[src/design/tmss_pkg.sv]
// ----------------------------------------------------------------------------
// tmss_pkg
// Widths, constants, register codes and shared structs of the trimmed mean
// sensor scaler.
// ----------------------------------------------------------------------------
`timescale 1ns / 1ps

package tmss_pkg;

   // Ring geometry.
   localparam int RING_DEPTH = 6;
   localparam int SAMPLE_W   = 12;
   localparam int SLOT_W     = $clog2(RING_DEPTH);
   localparam int SUM_W      = SAMPLE_W + $clog2(RING_DEPTH);

   // Division by the number of samples left after trimming, done as a
   // reciprocal multiply followed by one correction step.
   localparam int TRIM_DIV   = RING_DEPTH - 2;
   localparam int RECIP_W    = 2 * SUM_W;
   localparam int RECIP      = (2 ** SUM_W) / TRIM_DIV;

   // Millivolt conversion.
   localparam int MV_W       = 13;
   localparam int MV_SCALE   = 5000;
   localparam int MV_SHIFT   = 12;
   localparam int MVP_W      = SAMPLE_W + MV_W;

   // Level mapping.
   localparam int GAIN_W     = 16;
   localparam int OFFSET_W   = 21;
   localparam int LEVEL_W    = 16;
   localparam int Q_SHIFT    = 8;
   localparam int PROD_W     = GAIN_W + MV_W + 1;
   localparam int LVL_SUM_W  = PROD_W - Q_SHIFT + 1;

   // Configuration port.
   localparam int CSR_INDEX_W = 2;
   localparam int CSR_DATA_W  = 21;

   localparam logic signed [GAIN_W-1:0]   GAIN_RESET   = -16'sd4352;
   localparam logic signed [OFFSET_W-1:0] OFFSET_RESET = 21'sd4539;
   localparam logic [LEVEL_W-1:0]         MAX_RESET    = 16'd3000;

   typedef enum logic [CSR_INDEX_W-1:0] {
      CSR_GAIN   = 2'd0,
      CSR_OFFSET = 2'd1,
      CSR_MAX    = 2'd2
   } csr_index_type;

   typedef struct packed {
      logic signed [GAIN_W-1:0]   gain;
      logic signed [OFFSET_W-1:0] offset;
      logic [LEVEL_W-1:0]         level_max;
   } cfg_type;

   typedef struct packed {
      logic                done;
      logic [SUM_W-1:0]    sum;
      logic [SAMPLE_W-1:0] lo;
      logic [SAMPLE_W-1:0] hi;
   } ring_stats_type;

   typedef struct packed {
      logic                done;
      logic [SAMPLE_W-1:0] filtered_adc;
      logic [MV_W-1:0]     millivolts;
      logic [LEVEL_W-1:0]  level;
   } scale_result_type;

endpackage

[src/design/tmss_ram.sv]
// ----------------------------------------------------------------------------
// tmss_ram
// Simple dual-port RAM, one write port and one registered read port.
// ----------------------------------------------------------------------------
`timescale 1ns / 1ps

module tmss_ram #(
   parameter int DEPTH  = 6,
   parameter int WIDTH  = 12,
   parameter int ADDR_W = $clog2(DEPTH)
) (
   input  logic              clock,
   input  logic              wr_en,
   input  logic [ADDR_W-1:0] wr_addr,
   input  logic [WIDTH-1:0]  wr_data,
   input  logic              rd_en,
   input  logic [ADDR_W-1:0] rd_addr,
   output logic [WIDTH-1:0]  rd_data
);

   logic [WIDTH-1:0] mem [DEPTH];
   logic [WIDTH-1:0] rd_data_ff;

   always_ff @(posedge clock) begin
      if (wr_en) begin
         mem[wr_addr] <= wr_data;
      end
   end

   always_ff @(posedge clock) begin
      if (rd_en) begin
         rd_data_ff <= mem[rd_addr];
      end
   end

   assign rd_data = rd_data_ff;

endmodule

[src/design/tmss_ring.sv]
// ----------------------------------------------------------------------------
// tmss_ring
// Sample ring: writes the new sample, then sweeps the memory to form the
// sum, minimum and maximum of all entries.
// ----------------------------------------------------------------------------
`timescale 1ns / 1ps

module tmss_ring import tmss_pkg::*; (
   input  logic                clock,
   input  logic                reset,
   input  logic                start,
   input  logic [SAMPLE_W-1:0] sample,
   output ring_stats_type      stats
);

   typedef enum logic [1:0] {
      R_IDLE,
      R_READ,
      R_DRAIN
   } ring_state_type;

   ring_state_type      state_ff;
   logic [SLOT_W-1:0]   slot_ff;
   logic [SLOT_W-1:0]   rd_cnt_ff;
   logic [RING_DEPTH-1:0] valid_ff;
   logic                done_ff;
   logic                dv_ff;
   logic                first_ff;
   logic                rd_vld_ff;

   logic                rd_en;
   logic [SAMPLE_W-1:0] rd_data;
   logic [SAMPLE_W-1:0] entry;

   logic [SUM_W-1:0]    sum_ff, sum_in;
   logic [SAMPLE_W-1:0] lo_ff, lo_in;
   logic [SAMPLE_W-1:0] hi_ff, hi_in;

   assign rd_en = (state_ff == R_READ);

   tmss_ram #(
      .DEPTH (RING_DEPTH),
      .WIDTH (SAMPLE_W)
   ) u_ram (
      .clock   (clock),
      .wr_en   (start && (state_ff == R_IDLE)),
      .wr_addr (slot_ff),
      .wr_data (sample),
      .rd_en   (rd_en),
      .rd_addr (rd_cnt_ff),
      .rd_data (rd_data)
   );

   always_ff @(posedge clock) begin
      if (reset) begin
         state_ff  <= R_IDLE;
         slot_ff   <= '0;
         rd_cnt_ff <= '0;
         valid_ff  <= '0;
         done_ff   <= 1'b0;
         dv_ff     <= 1'b0;
         first_ff  <= 1'b0;
         rd_vld_ff <= 1'b0;
      end else begin
         done_ff <= 1'b0;
         dv_ff   <= rd_en;
         unique case (state_ff)
            R_IDLE: begin
               if (start) begin
                  valid_ff[slot_ff] <= 1'b1;
                  slot_ff   <= (slot_ff == SLOT_W'(RING_DEPTH - 1)) ?
                               '0 : slot_ff + 1'b1;
                  rd_cnt_ff <= '0;
                  state_ff  <= R_READ;
               end
            end
            R_READ: begin
               // Entries never written since reset read as zero.
               rd_vld_ff <= valid_ff[rd_cnt_ff];
               first_ff  <= (rd_cnt_ff == '0);
               if (rd_cnt_ff == SLOT_W'(RING_DEPTH - 1)) begin
                  state_ff <= R_DRAIN;
               end else begin
                  rd_cnt_ff <= rd_cnt_ff + 1'b1;
               end
            end
            R_DRAIN: begin
               done_ff  <= 1'b1;
               state_ff <= R_IDLE;
            end
            default: begin
               state_ff <= R_IDLE;
            end
         endcase
      end
   end

   assign entry = rd_vld_ff ? rd_data : '0;

   always_comb begin
      if (first_ff) begin
         sum_in = SUM_W'(entry);
         lo_in  = entry;
         hi_in  = entry;
      end else begin
         sum_in = sum_ff + SUM_W'(entry);
         lo_in  = (entry < lo_ff) ? entry : lo_ff;
         hi_in  = (entry > hi_ff) ? entry : hi_ff;
      end
   end

   always_ff @(posedge clock) begin
      if (dv_ff) begin
         sum_ff <= sum_in;
         lo_ff  <= lo_in;
         hi_ff  <= hi_in;
      end
   end

   assign stats.done = done_ff;
   assign stats.sum  = sum_ff;
   assign stats.lo   = lo_ff;
   assign stats.hi   = hi_ff;

endmodule

[src/design/tmss_scale.sv]
// ----------------------------------------------------------------------------
// tmss_scale
// Arithmetic sequencer: trimmed mean, millivolt conversion and clamped
// linear mapping to the sensor level, one operation per cycle.
// ----------------------------------------------------------------------------
`timescale 1ns / 1ps

module tmss_scale import tmss_pkg::*; (
   input  logic             clock,
   input  logic             reset,
   input  ring_stats_type   stats,
   input  cfg_type          cfg,
   output scale_result_type result
);

   typedef enum logic [2:0] {
      S_IDLE,
      S_RECIP,
      S_FIX,
      S_MV,
      S_MUL,
      S_SUM,
      S_CLAMP
   } scale_state_type;

   scale_state_type              state_ff;
   logic                         done_ff;

   logic [SUM_W-1:0]             trimmed_ff, trimmed_in;
   logic [SAMPLE_W-1:0]          quot_ff, quot_in;
   logic [SAMPLE_W-1:0]          mean_ff, mean_in;
   logic [MV_W-1:0]              mv_ff, mv_in;
   logic signed [PROD_W-1:0]     prod_ff, prod_in;
   logic signed [LVL_SUM_W-1:0]  lvl_ff, lvl_in;
   logic [LEVEL_W-1:0]           level_ff, level_in;

   logic [RECIP_W-1:0]           recip_prod;
   logic [SUM_W-1:0]             rem;
   logic [MVP_W-1:0]             mv_prod;
   logic signed [PROD_W-1:0]     prod_shift;
   logic signed [LVL_SUM_W-1:0]  max_ext;

   always_comb begin
      trimmed_in = stats.sum - SUM_W'(stats.lo) - SUM_W'(stats.hi);

      // The reciprocal is rounded down, so the estimate is at most one low.
      recip_prod = RECIP_W'(trimmed_ff) * RECIP_W'(RECIP);
      quot_in    = recip_prod[SUM_W +: SAMPLE_W];

      rem     = trimmed_ff - SUM_W'(quot_ff) * SUM_W'(TRIM_DIV);
      mean_in = (rem >= SUM_W'(TRIM_DIV)) ? quot_ff + 1'b1 : quot_ff;

      mv_prod = MVP_W'(mean_ff) * MVP_W'(MV_SCALE);
      mv_in   = mv_prod[MV_SHIFT +: MV_W];

      prod_in = PROD_W'(cfg.gain) * PROD_W'($signed({1'b0, mv_ff}));

      // Arithmetic shift rounds towards minus infinity.
      prod_shift = prod_ff >>> Q_SHIFT;
      lvl_in     = LVL_SUM_W'(prod_shift) + LVL_SUM_W'(cfg.offset);

      max_ext = $signed(LVL_SUM_W'(cfg.level_max));
      if (lvl_ff < 0) begin
         level_in = '0;
      end else if (lvl_ff > max_ext) begin
         level_in = cfg.level_max;
      end else begin
         level_in = lvl_ff[LEVEL_W-1:0];
      end
   end

   always_ff @(posedge clock) begin
      if (reset) begin
         state_ff <= S_IDLE;
         done_ff  <= 1'b0;
      end else begin
         done_ff <= 1'b0;
         unique case (state_ff)
            S_IDLE: begin
               if (stats.done) begin
                  state_ff <= S_RECIP;
               end
            end
            S_RECIP: state_ff <= S_FIX;
            S_FIX:   state_ff <= S_MV;
            S_MV:    state_ff <= S_MUL;
            S_MUL:   state_ff <= S_SUM;
            S_SUM:   state_ff <= S_CLAMP;
            S_CLAMP: begin
               done_ff  <= 1'b1;
               state_ff <= S_IDLE;
            end
            default: state_ff <= S_IDLE;
         endcase
      end
   end

   always_ff @(posedge clock) begin
      case (state_ff)
         S_IDLE: begin
            if (stats.done) begin
               trimmed_ff <= trimmed_in;
            end
         end
         S_RECIP: quot_ff  <= quot_in;
         S_FIX:   mean_ff  <= mean_in;
         S_MV:    mv_ff    <= mv_in;
         S_MUL:   prod_ff  <= prod_in;
         S_SUM:   lvl_ff   <= lvl_in;
         S_CLAMP: level_ff <= level_in;
         default: ;
      endcase
   end

   assign result.done         = done_ff;
   assign result.filtered_adc = mean_ff;
   assign result.millivolts   = mv_ff;
   assign result.level        = level_ff;

endmodule

[src/design/trimmed_mean_sensor_scaler.sv]
// ----------------------------------------------------------------------------
// trimmed_mean_sensor_scaler
// Keeps a ring of recent ADC samples and reports their trimmed mean, the
// mean in millivolts and a clamped linear sensor level for every sample.
// ----------------------------------------------------------------------------
//
//   channel | direction | handshake             | payload
//   --------+-----------+-----------------------+-------------------------------
//   req     | in        | req_valid / req_stall | req_sample
//   rsp     | out       | rsp_valid / rsp_stall | rsp_filtered_adc, rsp_millivolts,
//           |           |                       | rsp_level
//   csr     | in        | csr_wr_en             | csr_index, csr_wdata
//
// After its request word is accepted, a result word passes these steps: the
// sample is written at the accepting edge, then come RING_DEPTH reads, the
// registered read data, seven sequencer steps and one output load. A new word
// is taken only once the last result is loaded; req_stall is high while a word is in flight,
// and a stalled result holds the block only once the next result is ready.
// Reset is synchronous; per-entry valid bits make the ring read as all zero.
// ----------------------------------------------------------------------------
`timescale 1ns / 1ps

module trimmed_mean_sensor_scaler import tmss_pkg::*; (
   input  logic                   clock,
   input  logic                   reset,

   input  logic                   req_valid,
   output logic                   req_stall,
   input  logic [SAMPLE_W-1:0]    req_sample,

   output logic                   rsp_valid,
   input  logic                   rsp_stall,
   output logic [SAMPLE_W-1:0]    rsp_filtered_adc,
   output logic [MV_W-1:0]        rsp_millivolts,
   output logic [LEVEL_W-1:0]     rsp_level,

   input  logic                   csr_wr_en,
   input  logic [CSR_INDEX_W-1:0] csr_index,
   input  logic [CSR_DATA_W-1:0]  csr_wdata
);

   typedef enum logic [1:0] {
      T_IDLE,
      T_WORK,
      T_DELIVER
   } top_state_type;

   top_state_type       state_ff;
   logic                rsp_valid_ff;
   logic [SAMPLE_W-1:0] rsp_adc_ff;
   logic [MV_W-1:0]     rsp_mv_ff;
   logic [LEVEL_W-1:0]  rsp_level_ff;
   cfg_type             cfg_ff;

   logic                accept;
   logic                rsp_free;
   logic                load;
   ring_stats_type      stats;
   scale_result_type    result;

   assign req_stall = (state_ff != T_IDLE);
   assign accept    = req_valid && !req_stall;
   assign rsp_free  = !rsp_valid_ff || !rsp_stall;
   assign load      = rsp_free &&
                      (((state_ff == T_WORK) && result.done) || (state_ff == T_DELIVER));

   tmss_ring u_ring (
      .clock  (clock),
      .reset  (reset),
      .start  (accept),
      .sample (req_sample),
      .stats  (stats)
   );

   tmss_scale u_scale (
      .clock  (clock),
      .reset  (reset),
      .stats  (stats),
      .cfg    (cfg_ff),
      .result (result)
   );

   always_ff @(posedge clock) begin
      if (reset) begin
         cfg_ff.gain      <= GAIN_RESET;
         cfg_ff.offset    <= OFFSET_RESET;
         cfg_ff.level_max <= MAX_RESET;
      end else if (csr_wr_en) begin
         unique case (csr_index_type'(csr_index))
            CSR_GAIN:   cfg_ff.gain      <= $signed(csr_wdata[GAIN_W-1:0]);
            CSR_OFFSET: cfg_ff.offset    <= $signed(csr_wdata[OFFSET_W-1:0]);
            CSR_MAX:    cfg_ff.level_max <= csr_wdata[LEVEL_W-1:0];
            default: ;
         endcase
      end
   end

   always_ff @(posedge clock) begin
      if (reset) begin
         state_ff     <= T_IDLE;
         rsp_valid_ff <= 1'b0;
      end else begin
         if (load) begin
            rsp_valid_ff <= 1'b1;
         end else if (!rsp_stall) begin
            rsp_valid_ff <= 1'b0;
         end
         unique case (state_ff)
            T_IDLE: begin
               if (accept) begin
                  state_ff <= T_WORK;
               end
            end
            T_WORK: begin
               if (result.done) begin
                  state_ff <= load ? T_IDLE : T_DELIVER;
               end
            end
            T_DELIVER: begin
               if (load) begin
                  state_ff <= T_IDLE;
               end
            end
            default: state_ff <= T_IDLE;
         endcase
      end
   end

   // The sequencer holds its results until the next word starts, so the
   // output word can be loaded late without a copy.
   always_ff @(posedge clock) begin
      if (load) begin
         rsp_adc_ff   <= result.filtered_adc;
         rsp_mv_ff    <= result.millivolts;
         rsp_level_ff <= result.level;
      end
   end

   assign rsp_valid        = rsp_valid_ff;
   assign rsp_filtered_adc = rsp_adc_ff;
   assign rsp_millivolts   = rsp_mv_ff;
   assign rsp_level        = rsp_level_ff;

endmodule

[config.mk]
export PLATFORM = sky130hd
export DESIGN_NAME = trimmed_mean_sensor_scaler
export DESIGN_NICKNAME = d
export VERILOG_FILES = /design/src/design/tmss_pkg.sv /design/src/design/tmss_ram.sv /design/src/design/tmss_ring.sv /design/src/design/tmss_scale.sv /design/src/design/trimmed_mean_sensor_scaler.sv
export SDC_FILE = /design/constraint.sdc
export NUM_CORES = 1
export LEC_CHECK = 0
export BUFFER_PORTS_ARGS = -buffer_cell sky130_fd_sc_hd__clkbuf_2
export CORE_ASPECT_RATIO = 1.2
export CORE_MARGIN = 2
export CORE_UTILIZATION = 60
export CTS_BUF_LIST = sky130_fd_sc_hd__clkbuf_2 sky130_fd_sc_hd__clkbuf_4 sky130_fd_sc_hd__clkbuf_8
export DETAILED_ROUTE_END_ITERATION = 10
export GPL_ROUTABILITY_DRIVEN = 1
export PLACE_DENSITY = 0.85
export SYNTH_ARGS = -nofsm -noshare
export SYNTH_HDL_FRONTEND = slang
export SYNTH_HIERARCHICAL = 1
export SYNTH_SLANG_ARGS = --single-unit
[constraint.sdc]
create_clock -name clock -period 16.8 [get_ports clock]
set_clock_uncertainty 0.15 [all_clocks]
set_input_delay 3.36 -clock clock [delete_from_list [all_inputs] [get_ports clock]]
set_output_delay 3.36 -clock clock [all_outputs]
set_load 0.005 [all_outputs]
# [After elaboration in Yosys (flattened, before gate mapping)]
# Memory sizes are Yosys's and may differ from the RTL's. A register that Yosys moved wholly into a read port is not among the register bits.
# Index checks and enable logic that the tools add are counted.
[op_classes] addsub=8 mul=2 order_cmp=8 eq_ne=22 muxes=31 n_bitwise=1 n_reduce_logical=29
[op_table] cell="two-way mux 12 bit" count=7
[op_table] cell="multiplier 16 x 14 -> 30 bit" count=1
[op_table] cell="subtractor 15 x 12 -> 15 bit" count=2
[op_table] cell="adder 22 x 21 -> 23 bit" count=1
[op_table] cell="> comparator 23 x 17 -> 1 bit" count=1
[op_table] cell="less-than comparator 23 x 1 -> 1 bit, second input constant" count=1
[op_table] cell="multiplier 12 x 10 -> 22 bit, second input constant" count=1
[op_table] cell="one-hot mux 3 bit (6 select lines)" count=1
[op_table] cell="two-way mux 16 bit" count=1
[op_table] cell="AND reduction 2 bit" count=8
[op_table] cell="adder 15 x 12 -> 15 bit" count=1
[op_table] cell="equality test 3 bit, second input constant" count=5
[op_table] cell="greater-or-equal comparator 15 x 3 -> 1 bit, second input constant" count=1
[op_table] cell="subtractor 15 x 14 -> 15 bit" count=1
[op_table] cell="adder 12 x 1 -> 12 bit, second input constant" count=1
[op_table] cell="> comparator 12 bit" count=1
[op_table] cell="less-than comparator 12 bit" count=1
[op_table] cell="two-way mux 3 bit" count=4
[op_table] cell="two-way mux 2 bit" count=5
[op_table] cell="less-than comparator 3 x 4 -> 1 bit, second input constant" count=2
[op_table] cell="two-way mux 1 bit" count=8
[op_table] cell="!= test 2 x 1 -> 1 bit, second input constant" count=4
[op_table] cell="!= test 2 bit, second input constant" count=4
[op_table] cell="nonzero test 2 bit" count=4
[op_table] cell="18 further kinds" count=35
[totals] register_bits=279 ram_bits=72 in_bits=40 memories=1
[mem_list] memory="u_ring.u_ram.mem" depth=6 word_bits=12 read_ports=1 rd_clocked_by_memory_dff=1 write_ports=1 line_no="tmss_ram.sv:21" source="logic [WIDTH-1:0] mem [DEPTH];"

# [Depth between registers and ports, before layout]
[depth] word_depth=7 mapped_depth=23

# [Modules after synthesis]
# Netlist, hierarchy kept.
[modules_own_cells] mod="tmss_scale" n_inst=1 cells_per_inst=1696 area_per_inst_um2=16659.7 seq_area_each_um2=3413.3
[modules_own_cells] mod="tmss_ring" n_inst=1 cells_per_inst=380 area_per_inst_um2=3674.8 seq_area_each_um2=1531.5
[modules_own_cells] mod="trimmed_mean_sensor_scaler" n_inst=1 cells_per_inst=270 area_per_inst_um2=3544.6 seq_area_each_um2=2352.3
[modules_own_cells] mod="tmss_ram" n_inst=1 cells_per_inst=163 area_per_inst_um2=3174.3 seq_area_each_um2=2522.4

# [Worst setup path before layout]
# OpenSTA, ideal clock, no wires.
[synth_timing] path_type="input port to flip-flop" start="input port rsp_stall" end="register rsp_adc_ff[0], in the netlist rsp_filtered_adc[0] (enable)" arrival_ps=6473 required_ps=16148 setup_slack_ps=9675 cell_stages=2 cell_sequence="nand2_1 > a21boi_0"
[synth_between] elab_chain_cells=3
[synth_rtl] item="from (decl)" line_no="trimmed_mean_sensor_scaler.sv:32" source="input logic rsp_stall,"
[synth_rtl] item="logical NOT 1 bit"
[synth_rtl] item="logical OR 1 bit" line_no="trimmed_mean_sensor_scaler.sv:63" source="assign rsp_free = !rsp_valid_ff || !rsp_stall;"
[synth_rtl] item="logical AND 1 bit" line_no="trimmed_mean_sensor_scaler.sv:64" source="assign load = rsp_free &&"
[synth_rtl] item="via load" line_no="trimmed_mean_sensor_scaler.sv:57" source="logic load;"
[synth_rtl] item="to (signal assigned)" line_no="trimmed_mean_sensor_scaler.sv:133" source="rsp_adc_ff <= result.filtered_adc;"
[synth_rtl] item="to (decl)" line_no="trimmed_mean_sensor_scaler.sv:50" source="logic [SAMPLE_W-1:0] rsp_adc_ff;"
# The timed path passes the listed nets, and every way through them passes these cells.
# A chain may end at the register's enable or synchronous reset.

# [Final worst setup path]
[layout_timing] start="register u_scale.mv_ff[3]" end="register u_scale.prod_ff[26], data pin"
[layout_between] elab_chain_cells=1
[layout_rtl] item="from (decl)" line_no="tmss_scale.sv:32" source="logic [MV_W-1:0] mv_ff, mv_in;"
[layout_rtl] item="from (signal assigned)" line_no="tmss_scale.sv:107" source="S_MV: mv_ff <= mv_in;"
[layout_rtl] item="multiplier 16 x 14 -> 30 bit" line_no="tmss_scale.sv:56" source="prod_in = PROD_W'(cfg.gain) * PROD_W'($signed({1'b0, mv_ff}));"
[layout_rtl] item="via u_scale.prod_in[26]" line_no="tmss_scale.sv:33" source="logic signed [PROD_W-1:0] prod_ff, prod_in;"
[layout_rtl] item="to (signal assigned)" line_no="tmss_scale.sv:108" source="S_MUL: prod_ff <= prod_in;"
[layout_rtl] item="to (decl)" line_no="tmss_scale.sv:33"
# The timed path passes the listed nets, and every way through them passes these cells.

==> impl_metrics.yaml <==
setup_path:
  critical_path_class: "reg2reg"
  cp_cell_sequence: "and2_1, fa_1, inv_1, fa_1, inv_1, fa_1, inv_1, fa_1, inv_1, fa_1, fa_1, ha_1, o21ai_0, nor2_1, a31oi_1, a211oi_1, a21oi_1, a21boi_1, nor4_1, a311o_1"
  worstPathMaxFanout: 17
  setup.worst_path.start_class: "flop"
  critical-path-max-stage-delay_ns: 0.64
  crit_path_end_kind: "flop"
  cp_common_cell: "fa_1"
  arrival_ns: 7.13
  cp_slowest_cell: "edfxtp_1"
  required_ns: 17.09
synthesis:
  synth_edf_count: 275
  syn_inst: 2509
  async_reset_ff_share_pct: 0
  ys_seq_elements: 353
  syn_avg_cell_area_um2: 10.78
  ys_warn_count: 6
  ys.flop_type: "edfxtp_1"
  synth_seq_area_share_pct: 36.30
  synth_nets: 3007
  syn_area_um2: 27050
  synth_cell_types: 97
floorplan:
  die_y_um: 236.6
  initial_core_util_pct: 60.57
  die_w_um: 197.8
  fp-row-count: 85
  core_um2: 44670
  ioPinCount: 83
  die_area_um2: 46810
sta:
  grt_setup_unrepaired: "no"
  fmax_mhz: 146.2
  setup_viol: 0
  post-route-period-util_pct: 40.73
  slew_viol_final: 0
  period_needed_ns: 6.842
  finalHoldViolCount: 0
  slew_headroom_pct: 12.90
  tightest_slew_ns: 1.273
  hold_slack_ns: 0.2615
  tns_ns: 0
global_routing:
  antenna_found_initial: 0
  grt_pass1_wl_um: 95060
  grt.total_usage_pct: 25.58
  grt_max_degree: 112
  first_global_vias: 19670
  grt.overflow.total: 0
detailed_routing:
  drt_iter0_drc: 1189
  drc: 0
  vias: 18500
  wire_per_inst_um: 18.47
  postRouteWirelength_um: 58580
  vias_per_cell: 5.833
  first_pass_iters: 7
  ant_nets: 0
clocking:
  htreeDepth: 2
  clk_path_buf_depth: 3
  cts_tree: "done"
  cts_root_buf: "clkbuf_8"
  clock_sinks: 353
  clock_latency_ns: 0.68
  cts_setup_buffers: 0
  ctsHoldBuffers: 0
  cts_buffers: 56
  cts_resized: 0
  clkTransAtPathRegs_ns: 0.07
power:
  powerDensity_nw_per_um2: 95.84
  finalPower_uw: 2779
  p_leak_uw: 0.01280
  ir_worst_vdd_mv: 0.09716
layout:
  design.final.nets: 3059
  areaGrowthSynthToFinish_pct: 7.173
  drive_gt1_share_pct: 8.983
flow_run:
  maxCapViolations: 0
hold_path:
  hold_path_class: "reg2reg"
placement:
  portBuffers: 82
  post-dp-hpwl_um: 43600
  gp_congestion: 0.9297
status:
  status: "finished, final reports clean"
## cell usage after synthesis, drive strengths merged (35+ instances only)
cell type	count	area share [%]
a21oi	84	1.6
dfxtp	78	5.8
ha	221	10
nand3	41	0.81
and2	120	2.8
xnor2	75	2.4
inv	373	5.2
clkbuf	65	0.90
nand2	177	2.5
buf	35	1.0
fa	237	18
nor3	37	0.68
o21ai	56	1.0
mux2i	93	3.4
nor2	139	1.9
edfxtp	275	31
nand2b	65	1.5
## cell usage in the layout (no fill, tap or decap), types with 7 or more instances in the layout
cell	instances
a21o_1	30
and3_1	17
o21ai_0	44
o21ai_1	11
edfxtp_1	275
fa_1	237
nand3_1	38
clkbuf_4	13
nor2_1	138
nand2b_1	65
o21a_1	20
clkinv_2	14
clkbuf_2	81
a22o_1	14
clkbuf_8	60
a21oi_1	83
xor2_1	21
ha_1	221
a211oi_1	20
o31a_1	18
mux2i_1	93
nor3_1	34
xnor2_1	75
o311ai_0	16
dfxtp_1	77
inv_1	372
and2_1	119
a31oi_1	12
buf_4	13
clkinv_1	7
nand2_1	175
nand4_1	31
nor2b_1	19
## metrics by stage
stage / setup WS [ns] / instance area [um2] / utilization, % / cells
after global routing: 9.643 / 28990 / 64.90 / 3170
final: 9.958 / 28990 / 64.91 / 3171
after detailed placement: 9.989 / 27780 / 62.19 / 3068
after global placement: 10.14 / 27780 / 62.19 / 3068
after floorplan: 9.675 / 27050 / - / 2509
after CTS: 10.01 / 28990 / 64.90 / 3170
## cells by family (layout without fill, tap and decap cells)
kind of cell | Yosys count | in the layout | share of synthesized area [%]
simple gates | 681 | 681 | 12.75
compound gates | 347 | 347 | 9.171
buf+inv | 473 | 569 | 7.095
flops | 353 | 353 | 36.30
fa+ha+maj | 460 | 460 | 27.83
other cells | 0 | 1 | 0
xor+xnor | 96 | 96 | 3.108
mux | 99 | 99 | 3.746
## area by class of cell
| class | count | area (um2) |
|---|---|---|
| fill | 3296 | 15670 |
| multi-input combinational | 1683 | 15350 |
| sequential | 353 | 9821 |
| inverter | 373 | 1400 |
| clock buffer | 73 | 923.4 |
| tap | 565 | 706.9 |
| timing repair buffer | 94 | 503.0 |
| clock inverter | 29 | 287.8 |
| antenna | 1 | 2.502 |
## flip-flops by register name, indices dropped and copies added (netlist names), 2 cells and up
signal / count
u_scale/lvl_ff: 23
u_scale/mv_ff: 13
u_ring/state_ff: 2
u_scale/quot_ff: 12
rsp_level: 16
u_ring/rd_cnt_ff: 3
u_ring/slot_ff: 3
u_ring/valid_ff: 6
state_ff: 2
u_scale/prod_ff: 22
rsp_millivolts: 13
u_ring/lo_ff: 12
rsp_filtered_adc: 12
u_scale/level_ff: 16
u_ring/u_ram/mem: 72
u_scale/state_ff: 3
u_ring/sum_ff: 15
u_scale/trimmed_ff: 13
u_ring/hi_ff: 12
u_scale/mean_ff: 12
cfg_ff: 53
u_ring/u_ram/rd_data: 12
## layer usage
metal	track usage [%]	vias up	share of wire, %
li1	-	8593	-
met1	27.91	9201	37
met2	47.30	524	54
met3	3.874	179	3.7
met4	13.92	0	5.1
met5	0	-	0
## report_power, final
part           switching (uW)  internal, uW
Sequential               21.4          1010
Combinational             539           415
Clock                     355           440
Total                     915          1860
## critical path: cells and delay by family, from the launching register on
family / cells / cell delay, ns
buf+inv: 4 / 0.21
simple gates: 3 / 0.53
fa+ha+maj: 7 / 3.28
flops: 1 / 0.64
compound gates: 6 / 1.80
## final timing paths
check | endpoint | slack [ns] | cells after the start | start
worst max-delay path | u_scale/prod_ff[26] | 9.96 | 20 | u_scale/mv_ff[3]
worst min-delay path | rsp_level[12] | 0.26 | 0 | u_scale/level_ff[12]
worst max register to register | u_scale/prod_ff[26] | 9.96 | 20 | u_scale/mv_ff[3]
worst min register to register | rsp_level[12] | 0.26 | 0 | u_scale/level_ff[12]
No activity file was read; power rests on OpenSTA's default activity.
